===== src/sv/phr_pkg.sv =====
// phr_pkg: shared constants, tint descriptor type and fixed-point helpers
// for the palette HSL recolor core. No dependencies.
`default_nettype none
package phr_pkg;

  localparam int FRAC = 16;             // fraction bits of the Q1.F values
  localparam int LW   = FRAC + 1;       // holds 0..ONE inclusive
  localparam int CW   = $clog2(LW);     // divider step counter
  localparam int DW   = 12;             // divider dividend / remainder
  localparam int DVW  = 11;             // divider divisor
  localparam int NUMW = 17;             // lightness numerator, max 130050

  localparam logic [LW-1:0] ONE   = LW'(1) << FRAC;
  localparam logic [LW-1:0] THIRD = LW'((64'd1 << FRAC) / 64'd3);

  // lightness divide by 130050 through a reciprocal
  localparam logic [NUMW-1:0] LDIV = NUMW'(130050);
  localparam int RK = 24;
  localparam int MW = FRAC + 8;
  localparam logic [63:0] RECIP64 = (64'd1 << (FRAC + RK)) / 64'd130050;
  localparam logic [MW-1:0] RECIP = RECIP64[MW-1:0];

  // configuration register indexes
  localparam logic [1:0] CFG_TINT   = 2'd0;
  localparam logic [1:0] CFG_COUNT  = 2'd1;
  localparam logic [1:0] CFG_FORMAT = 2'd2;

  typedef struct packed {
    logic          gray;       // tint has no chroma
    logic [15:0]   lum_base;   // added to gain * Y
    logic [8:0]    lum_gain;
    logic [LW-1:0] sat;
    logic [LW-1:0] f_r;        // per-channel ramp factor, 0..ONE
    logic [LW-1:0] f_g;
    logic [LW-1:0] f_b;
  } tint_t;

  // channel value = v1 + span * factor; factor ONE gives v2, zero gives v1
  function automatic logic [LW-1:0] hue_factor(input logic [LW-1:0] t);
    logic [FRAC+2:0] te;
    logic [FRAC+2:0] t6;
    logic [FRAC+2:0] one_e;
    te    = (FRAC+3)'(t);
    one_e = (FRAC+3)'(ONE);
    t6    = (te << 2) + (te << 1);
    if (t6 < one_e) return LW'(t6);
    else if ((te << 1) < one_e) return ONE;
    else if ((te << 1) + te < (one_e << 1)) return LW'((one_e << 2) - t6);
    else return '0;
  endfunction

  function automatic logic [7:0] to_byte(input logic [LW-1:0] v);
    logic [LW+7:0] m;
    logic [LW+7:0] sh;
    m  = {v, 8'd0} - (LW+8)'(v);
    sh = m >> FRAC;
    if (sh > (LW+8)'(255)) return 8'd255;
    else return sh[7:0];
  endfunction

endpackage
`default_nettype wire


===== src/sv/phr_div.sv =====
// phr_div: serial restoring divider, one quotient bit per cycle.
// Quotient = floor(dividend * 2^FRAC / divisor). Uses phr_pkg.
`default_nettype none
module phr_div (
  input  wire logic                    clk,
  input  wire logic                    rst,
  input  wire logic                    start,
  input  wire logic [phr_pkg::DW-1:0]  dividend,
  input  wire logic [phr_pkg::DVW-1:0] divisor,
  output logic                         done,
  output logic [phr_pkg::LW-1:0]       quotient
);

  logic                    running;
  logic [phr_pkg::CW-1:0]  cnt;
  logic [phr_pkg::DW-1:0]  rem;
  logic [phr_pkg::DVW-1:0] dvs;
  logic [phr_pkg::DW:0]    cand;
  logic [phr_pkg::DW:0]    diff;
  logic                    ge;

  always_comb begin
    cand = (cnt == '0) ? {1'b0, rem} : {rem, 1'b0};
    ge   = cand >= (phr_pkg::DW+1)'(dvs);
    diff = cand - (phr_pkg::DW+1)'(dvs);
  end

  always_ff @(posedge clk) begin
    if (rst) begin
      running <= 1'b0;
      done    <= 1'b0;
      cnt     <= '0;
    end else begin
      done <= 1'b0;
      if (start) begin
        running <= 1'b1;
        cnt     <= '0;
        rem     <= dividend;
        dvs     <= divisor;
      end else if (running) begin
        rem      <= ge ? diff[phr_pkg::DW-1:0] : cand[phr_pkg::DW-1:0];
        quotient <= {quotient[phr_pkg::LW-2:0], ge};
        cnt      <= cnt + 1'b1;
        if (cnt == phr_pkg::CW'(phr_pkg::LW - 1)) begin
          running <= 1'b0;
          done    <= 1'b1;
        end
      end
    end
  end

endmodule
`default_nettype wire


===== src/sv/phr_cfg.sv =====
// phr_cfg: tint analysis. Derives saturation, hue ramp factors and the
// lightness compensation terms from the tint color. Uses phr_pkg, phr_div.
`default_nettype none
module phr_cfg (
  input  wire logic        clk,
  input  wire logic        rst,
  input  wire logic        tint_wr,
  input  wire logic [23:0] tint,
  output logic             busy,
  output phr_pkg::tint_t   tint_out
);

  typedef enum logic [2:0] {
    C_IDLE, C_LAUNCH_S, C_WAIT_S, C_LAUNCH_H, C_WAIT_H, C_FACT
  } cstate_t;

  cstate_t state;

  logic [7:0]  r, g, b, mx, mn, dl, d;
  logic [8:0]  sum, den;
  logic [10:0] dl6;
  logic signed [11:0] rs, gs, bs, dls, hn_raw, hn;
  logic [phr_pkg::LW-1:0] s_q, h_q, tr, tb;

  logic                    div_start, div_done;
  logic [phr_pkg::DW-1:0]  div_a;
  logic [phr_pkg::DVW-1:0] div_d;
  logic [phr_pkg::LW-1:0]  div_q;

  always_comb begin
    r   = tint[7:0];
    g   = tint[15:8];
    b   = tint[23:16];
    mx  = r;
    if (g > mx) mx = g;
    if (b > mx) mx = b;
    mn  = r;
    if (g < mn) mn = g;
    if (b < mn) mn = b;
    dl  = mx - mn;
    sum = {1'b0, mx} + {1'b0, mn};
    d   = (sum > 9'd255) ? 8'(sum - 9'd255) : 8'(9'd255 - sum);
    den = (sum < 9'd255) ? sum : 9'(10'd510 - {1'b0, sum});
    dl6 = (11'(dl) << 2) + (11'(dl) << 1);
    rs  = $signed({4'd0, r});
    gs  = $signed({4'd0, g});
    bs  = $signed({4'd0, b});
    dls = $signed({4'd0, dl});
    if (r == mx) hn_raw = gs - bs;
    else if (g == mx) hn_raw = (dls <<< 1) + bs - rs;
    else hn_raw = (dls <<< 2) + rs - gs;
    hn = (hn_raw < 0) ? hn_raw + (dls <<< 2) + (dls <<< 1) : hn_raw;

    tr = h_q + phr_pkg::THIRD;
    if (tr > phr_pkg::ONE) tr = tr - phr_pkg::ONE;
    tb = (h_q < phr_pkg::THIRD) ? h_q + phr_pkg::ONE - phr_pkg::THIRD
                                : h_q - phr_pkg::THIRD;

    div_start = (state == C_LAUNCH_S) || (state == C_LAUNCH_H);
    div_a     = (state == C_LAUNCH_S) ? phr_pkg::DW'(dl) : hn[phr_pkg::DW-1:0];
    div_d     = (state == C_LAUNCH_S) ? phr_pkg::DVW'(den) : dl6;
    busy      = (state != C_IDLE);
  end

  phr_div u_div (
    .clk      (clk),
    .rst      (rst),
    .start    (div_start),
    .dividend (div_a),
    .divisor  (div_d),
    .done     (div_done),
    .quotient (div_q)
  );

  // reset runs one analysis pass so the descriptor matches a zero tint
  always_ff @(posedge clk) begin
    if (rst) begin
      state <= C_LAUNCH_S;
    end else if (tint_wr) begin
      state <= C_LAUNCH_S;
    end else begin
      case (state)
        C_IDLE:     state <= C_IDLE;
        C_LAUNCH_S: state <= C_WAIT_S;
        C_WAIT_S: begin
          if (div_done) begin
            s_q   <= div_q;
            state <= C_LAUNCH_H;
          end
        end
        C_LAUNCH_H: state <= C_WAIT_H;
        C_WAIT_H: begin
          if (div_done) begin
            h_q   <= div_q;
            state <= C_FACT;
          end
        end
        C_FACT: begin
          tint_out.gray     <= (dl == 8'd0);
          tint_out.lum_base <= (sum > 9'd255) ? (16'(d) << 8) - 16'(d) : 16'd0;
          tint_out.lum_gain <= 9'(10'd510 - 10'(d));
          tint_out.sat      <= s_q;
          tint_out.f_r      <= phr_pkg::hue_factor(tr);
          tint_out.f_g      <= phr_pkg::hue_factor(h_q);
          tint_out.f_b      <= phr_pkg::hue_factor(tb);
          state             <= C_IDLE;
        end
        default: state <= C_IDLE;
      endcase
    end
  end

endmodule
`default_nettype wire


===== src/sv/phr_pipe.sv =====
// phr_pipe: seven-stage recolor datapath: lightness, HSL to RGB, packing.
// Uses phr_pkg; tint descriptor comes from phr_cfg.
`default_nettype none
module phr_pipe (
  input  wire logic           clk,
  input  wire logic           rst,
  input  wire logic           accept,
  input  wire logic [7:0]     entry_index,
  input  wire logic [7:0]     byte_zero,
  input  wire logic [7:0]     byte_one,
  input  wire logic [7:0]     byte_two,
  input  wire logic [7:0]     exchange_count,
  input  wire logic           pixel_format,
  input  wire phr_pkg::tint_t tint,
  output logic                strobe,
  output logic [23:0]         packed_color,
  output logic                was_recolored
);

  localparam int LW = phr_pkg::LW;
  localparam int PW = phr_pkg::NUMW + phr_pkg::MW;
  localparam int RW = phr_pkg::NUMW + phr_pkg::FRAC + 1;

  logic [5:0] vld;
  logic [5:0] hit;
  logic [7:0] b0 [6];
  logic [7:0] b1 [6];
  logic [7:0] b2 [6];

  logic [phr_pkg::NUMW-1:0] num1, num2;
  logic [PW-1:0]   prod2;
  logic [LW-1:0]   l3, l4, l5, l6;
  logic [2*LW-1:0] ls4;
  logic [LW-1:0]   v1_5, span5, v1_6;
  logic [2*LW-1:0] pr6, pg6, pb6;

  logic [LW-1:0]   q0, lsh, v1, ch_r, ch_g, ch_b;
  logic [LW:0]     v2w, l2w;
  logic [RW-1:0]   remw;
  logic [7:0]      o0, o1, o2;

  always_comb begin
    q0   = LW'(prod2 >> phr_pkg::RK);
    remw = ({RW'(num2)} << phr_pkg::FRAC) - RW'(q0) * RW'(phr_pkg::LDIV);

    lsh = LW'(ls4 >> phr_pkg::FRAC);
    if (l4 < (phr_pkg::ONE >> 1)) v2w = (LW+1)'(l4) + (LW+1)'(lsh);
    else v2w = (LW+1)'(l4) + (LW+1)'(tint.sat) - (LW+1)'(lsh);
    l2w = {l4, 1'b0};
    v1  = (l2w >= v2w) ? LW'(l2w - v2w) : '0;

    ch_r = v1_6 + LW'(pr6 >> phr_pkg::FRAC);
    ch_g = v1_6 + LW'(pg6 >> phr_pkg::FRAC);
    ch_b = v1_6 + LW'(pb6 >> phr_pkg::FRAC);
    if (!hit[5]) begin
      o0 = b0[5];
      o1 = b1[5];
      o2 = b2[5];
    end else if (tint.gray) begin
      o0 = phr_pkg::to_byte(l6);
      o1 = o0;
      o2 = o0;
    end else begin
      o0 = phr_pkg::to_byte(ch_r);
      o1 = phr_pkg::to_byte(ch_g);
      o2 = phr_pkg::to_byte(ch_b);
    end
  end

  always_ff @(posedge clk) begin
    if (rst) begin
      vld    <= '0;
      strobe <= 1'b0;
    end else begin
      vld    <= {vld[4:0], accept};
      strobe <= vld[5];
    end

    // stage 1: range check, lightness numerator
    hit[0] <= (exchange_count != 8'd0) &&
              ({1'b0, entry_index} >= 9'd256 - {1'b0, exchange_count});
    b0[0]  <= byte_zero;
    b1[0]  <= byte_one;
    b2[0]  <= byte_two;
    num1   <= phr_pkg::NUMW'(tint.lum_base) +
              phr_pkg::NUMW'(tint.lum_gain) * phr_pkg::NUMW'(byte_zero);
    for (int i = 1; i < 6; i++) begin
      hit[i] <= hit[i-1];
      b0[i]  <= b0[i-1];
      b1[i]  <= b1[i-1];
      b2[i]  <= b2[i-1];
    end

    // stage 2: reciprocal product
    prod2 <= PW'(num1) * PW'(phr_pkg::RECIP);
    num2  <= num1;

    // stage 3: quotient is low by at most one
    l3 <= q0 + LW'(remw >= RW'(phr_pkg::LDIV));

    // stage 4: S * L
    ls4 <= (2*LW)'(l3) * (2*LW)'(tint.sat);
    l4  <= l3;

    // stage 5: v1, v2
    v1_5  <= v1;
    span5 <= LW'(v2w) - v1;
    l5    <= l4;

    // stage 6: ramp products
    pr6  <= (2*LW)'(span5) * (2*LW)'(tint.f_r);
    pg6  <= (2*LW)'(span5) * (2*LW)'(tint.f_g);
    pb6  <= (2*LW)'(span5) * (2*LW)'(tint.f_b);
    v1_6 <= v1_5;
    l6   <= l5;

    // stage 7: bytes and packing
    was_recolored <= hit[5];
    if (pixel_format) packed_color <= {12'd0, o0[7:4], o1[7:4], o2[7:4]};
    else packed_color <= {o0, o1, o2};
  end

endmodule
`default_nettype wire


===== src/sv/palette_hsl_recolor_core.sv =====
// Palette HSL recolor core: one palette word in per cycle while busy is low,
// one out per cycle. An accepted word passes 7 register stages to the result
// ports. Throughput: 1 word per cycle through the 7-stage pipeline (S*L and
// ramp muls) while busy is low.
// After reset and after each tint write, busy holds while the serial divider
// derives saturation and hue (two divides of 17 quotient bits each).
// Reset is synchronous; it clears the config registers and reruns tint analysis.
`default_nettype none
module palette_hsl_recolor_core (
  input  wire logic        clk,
  input  wire logic        rst,
  input  wire logic        start,
  output logic             busy,
  input  wire logic [7:0]  entry_index,
  input  wire logic [7:0]  byte_zero,
  input  wire logic [7:0]  byte_one,
  input  wire logic [7:0]  byte_two,
  input  wire logic        cfg_valid,
  output logic             cfg_ready,
  input  wire logic [1:0]  cfg_index,
  input  wire logic [23:0] cfg_data,
  output logic             strobe,
  output logic [23:0]      packed_color,
  output logic             was_recolored
);

  logic [23:0] tint_color;
  logic [7:0]  exchange_count;
  logic        pixel_format;
  logic        cfg_wr, tint_wr, accept;
  phr_pkg::tint_t tint;

  assign cfg_ready = 1'b1;
  assign cfg_wr    = cfg_valid && cfg_ready;
  assign tint_wr   = cfg_wr && (cfg_index == phr_pkg::CFG_TINT);
  assign accept    = start && !busy;

  always_ff @(posedge clk) begin
    if (rst) begin
      tint_color     <= '0;
      exchange_count <= '0;
      pixel_format   <= 1'b0;
    end else if (cfg_wr) begin
      case (cfg_index)
        phr_pkg::CFG_TINT:   tint_color     <= cfg_data;
        phr_pkg::CFG_COUNT:  exchange_count <= cfg_data[7:0];
        phr_pkg::CFG_FORMAT: pixel_format   <= cfg_data[0];
        default: ;
      endcase
    end
  end

  phr_cfg u_cfg (
    .clk      (clk),
    .rst      (rst),
    .tint_wr  (tint_wr),
    .tint     (tint_color),
    .busy     (busy),
    .tint_out (tint)
  );

  phr_pipe u_pipe (
    .clk            (clk),
    .rst            (rst),
    .accept         (accept),
    .entry_index    (entry_index),
    .byte_zero      (byte_zero),
    .byte_one       (byte_one),
    .byte_two       (byte_two),
    .exchange_count (exchange_count),
    .pixel_format   (pixel_format),
    .tint           (tint),
    .strobe         (strobe),
    .packed_color   (packed_color),
    .was_recolored  (was_recolored)
  );

endmodule
`default_nettype wire


===== config.mk =====
export PLATFORM = sky130hd
export DESIGN_NAME = palette_hsl_recolor_core
export DESIGN_NICKNAME = d
export VERILOG_FILES = /design/src/sv/phr_pkg.sv /design/src/sv/phr_div.sv /design/src/sv/phr_cfg.sv /design/src/sv/phr_pipe.sv /design/src/sv/palette_hsl_recolor_core.sv
export SDC_FILE = /design/constraint.sdc
export NUM_CORES = 2
export LEC_CHECK = 0
export BUFFER_PORTS_ARGS = -buffer_cell sky130_fd_sc_hd__buf_4
export CORE_ASPECT_RATIO = 1.4
export CORE_MARGIN = 2
export CORE_UTILIZATION = 30
export DETAILED_ROUTE_END_ITERATION = 12
export GPL_ROUTABILITY_DRIVEN = 1
export PLACE_DENSITY = 0.42
export SYNTH_ARGS = -nofsm -noshare
export SYNTH_HDL_FRONTEND = slang
export SYNTH_SLANG_ARGS = --single-unit

===== constraint.sdc =====
create_clock -name clk -period 26.9 [get_ports clk]
set_input_delay 1.345 -clock clk [delete_from_list [all_inputs] [get_ports clk]]
set_output_delay 1.345 -clock clk [all_outputs]
set_load 0.02 [all_outputs]

==> impl_metrics.ini <==
[run_status]
status = finished clean

[sta]
fmax_ghz = 0.09476
tns_ns = 0
worst_pin_slew_ns = 1.300
period_share_pct = 39.23
hold_viol = 0
fin_worst_skew_ns = 0.04779
fin_ws_ns = 16.35
final.min_clock_period_ns = 10.55
rsz0062_at_grt = false
relSlewSlack_pct = 12.19
drv_slew = 0
setup_viol = 0

[cells_and_area]
nNetsFinal = 10830
areaGrowthSynthToFinish_pct = 9.124
drive_gt1_share_pct = 4.776

[placed_design]
place_ws_ns = 16.28
port_buffers = 88
gp_congestion = 0.8545
dpl.hpwl_mm = 190.7

[critical_path]
worstPathArrival_ns = 11.00
reg2reg_to = u_cfg.u_div.rem[10]$_DFFE_PP_
critical_path_class = flop to flop
cp_slowest_stage_delay_ns = 0.83
r2r_start = tint_color[1]$_SDFFE_PP0P_
worstPathMaxFanout = 18
endpoint_kind = flop
cp.required_ns = 27.35
crit_path_start_kind = flop
reg2reg_slack_ns = 16.35
slowest_stage = xor2_1
rr_worst_depth = 42

[logic_synthesis]
syn_avg_cell_area_um2 = 9.152
syn_area_um2 = 79470
ys_ff_latch = 628
yosysTopAreaCell = fa_1
synth_flop_cell = dfxtp_1
ys_seq_area_share_pct = 17.90
syn_inst = 8683
ys_types = 111
synth_edf_count = 165
yosys-top-cells-area = fa_1 (26%), ha_1 (17%), dfxtp_1 (12%), inv_1 (7.2%), edfxtp_1 (6.2%)
ys_warn_count = 0
synth_top_cell_area_share_pct = 25.77
async_flop_share_pct = 0

[clocking]
cts_sinks = 628
cts_root_buffer = clkbuf_16
cts_buffers = 75
post_cts_buffers = 0
h-tree-depth = 3
clk_pin_slew_ns = 0.07
clk_latency_ns = 0.72
cts.repair.resized = 0
clock_path_buffers = 3
cts_tree = yes
cts_hold_buf = 0

[die]
rows = 223
core_area_um2 = 263400
die_area_um2 = 269100
die_x_um = 439.0
pin_count = 90
initial_utilization_pct = 30.17
die_h_um = 613.0

[global_routing]
grt-ovfl-total = 0
grt_pass1_wl_mm = 371.1
grt.busiest_layer = met2
track_usage_pct = 17.84
grt_antenna_before_repair = 9
grt_max_degree = 49
grt_util_met2_pct = 34.59
grt_use_met3_pct = 1.168
use_met1_pct = 20.54
grt_pass1_vias = 63020

[min_path]
hold_path_class = flop to flop
whs_endpoint = u_pipe.v1_6[10]$_DFF_P_
hold_path_startpoint = u_pipe.v1_5[10]$_DFF_P_
hold_path_depth = 0

[detailed_routing]
drtPass1Iterations = 7
initialDrtViolationCount = 2640
ant_nets = 0
via_per_inst = 4.774
routedWlPerCell_um = 19.35
vias = 58240
wl_mm = 236.1
post-route-drc-count = 0

[flow_run]
max_cap_viol_count = 0
-- Yosys cell counts (158+ instances only) --
cell type     n
edfxtp_1    165
o21ai_0     158
nand2_1    1011
dfxtp_1     463
ha_1       1095
a21oi_1     344
inv_1      1520
clkbuf_1    272
fa_1       1023
nor2_1      326
and2_1      493
xnor2_1     285
-- layout make-up --
class	instances	area [um^2]
Fill cell	27480	176700
Multi-Input combinational cell	6241	58440
Sequential cell	628	14240
Inverter	1528	5736
Tap cell	3487	4363
Clock buffer	94	2041
Timing Repair Buffer	173	1299
Clock inverter	46	591.8
Antenna cell	4	10.01
-- through the flow --
step / util, % / cell area [um^2] / hold WS [ns] / std cells
final: 32.92 / 86720 / 0.2981 / 12200
after global placement: 31.92 / 84080 / 0.3101 / 12060
after floorplan: - / 79470 / 0.3096 / 8684
after global routing: 32.92 / 86710 / 0.3202 / 12200
after detailed placement: 31.92 / 84080 / 0.3121 / 12060
after CTS: 32.92 / 86710 / 0.2943 / 12200
-- worst max-delay path by stage --
stage / start / to / slack [ns]
2_1_floorplan: tint_color[1]$_SDFFE_PP0P_ / u_cfg.u_div.rem[10]$_DFFE_PP_ / 17.80
3_3_place_gp: tint_color[1]$_SDFFE_PP0P_ / u_cfg.u_div.rem[10]$_DFFE_PP_ / 16.41
3_5_place_dp: tint_color[1]$_SDFFE_PP0P_ / u_cfg.u_div.rem[10]$_DFFE_PP_ / 16.28
4_1_cts: tint_color[1]$_SDFFE_PP0P_ / u_cfg.u_div.rem[10]$_DFFE_PP_ / 16.20
5_1_grt: tint_color[1]$_SDFFE_PP0P_ / u_cfg.u_div.rem[10]$_DFFE_PP_ / 15.54
6_report: tint_color[1]$_SDFFE_PP0P_ / u_cfg.u_div.rem[10]$_DFFE_PP_ / 16.35
-- flip-flops by register name (all words and copies together), names as in the netlist, 24 cells and up --
| name | count |
|---|---|
| u_pipe.b2 | 48 |
| tint_color | 24 |
| u_pipe.b1 | 48 |
| u_pipe.packed_color | 24 |
| u_cfg.tint_out | 91 |
| u_pipe.b0 | 48 |
-- placed cells by master (no fill, tap or decap), types with 158 or more instances in the layout --
| cell | synthesis | routed |
|---|---|---|
| o21ai_0 | 158 | 158 |
| buf_4 | 2 | 173 |
| xnor2_1 | 285 | 285 |
| and2_1 | 493 | 493 |
| ha_1 | 1095 | 1095 |
| dfxtp_1 | 463 | 447 |
| inv_1 | 1520 | 1520 |
| edfxtp_1 | 165 | 165 |
| a21oi_1 | 344 | 344 |
| nor2_1 | 326 | 325 |
| nand2_1 | 1011 | 1011 |
| fa_1 | 1023 | 1023 |
-- cell families after synthesis --
family / after synthesis / share of synthesized area (%)
AO/OA/AOI/OAI: 1215 / 10.17
XOR/XNOR: 429 / 4.747
adder cells (fa/ha/maj): 2118 / 43.01
buffers and inverters: 1815 / 8.609
flip-flops: 628 / 17.90
multiplexers: 65 / 0.8486
other: 1 / 0.004719
AND/OR/NAND/NOR: 2412 / 14.71
-- worst max-delay path: cells and delay by family (launching register included) --
family | cells | cell delay (ns)
simple gates | 6 | 0.86
flops | 1 | 0.56
mux | 1 | 0.29
buf+inv | 6 | 0.85
xor+xnor | 3 | 1.12
compound gates | 18 | 3.77
fa+ha+maj | 8 | 2.81
-- per-layer routing --
| metal | vias up | share of wire [%] |
|---|---|---|
| met5 | - | 0.020 |
| met4 | 2 | 3.2 |
| met3 | 286 | 2.2 |
| met2 | 792 | 54 |
| met1 | 29210 | 40 |
| li1 | 27960 | - |
Power is left out: the tool's default activity adds up to more than one toggle a clock period on the data nets, which glitch-free logic cannot reach.
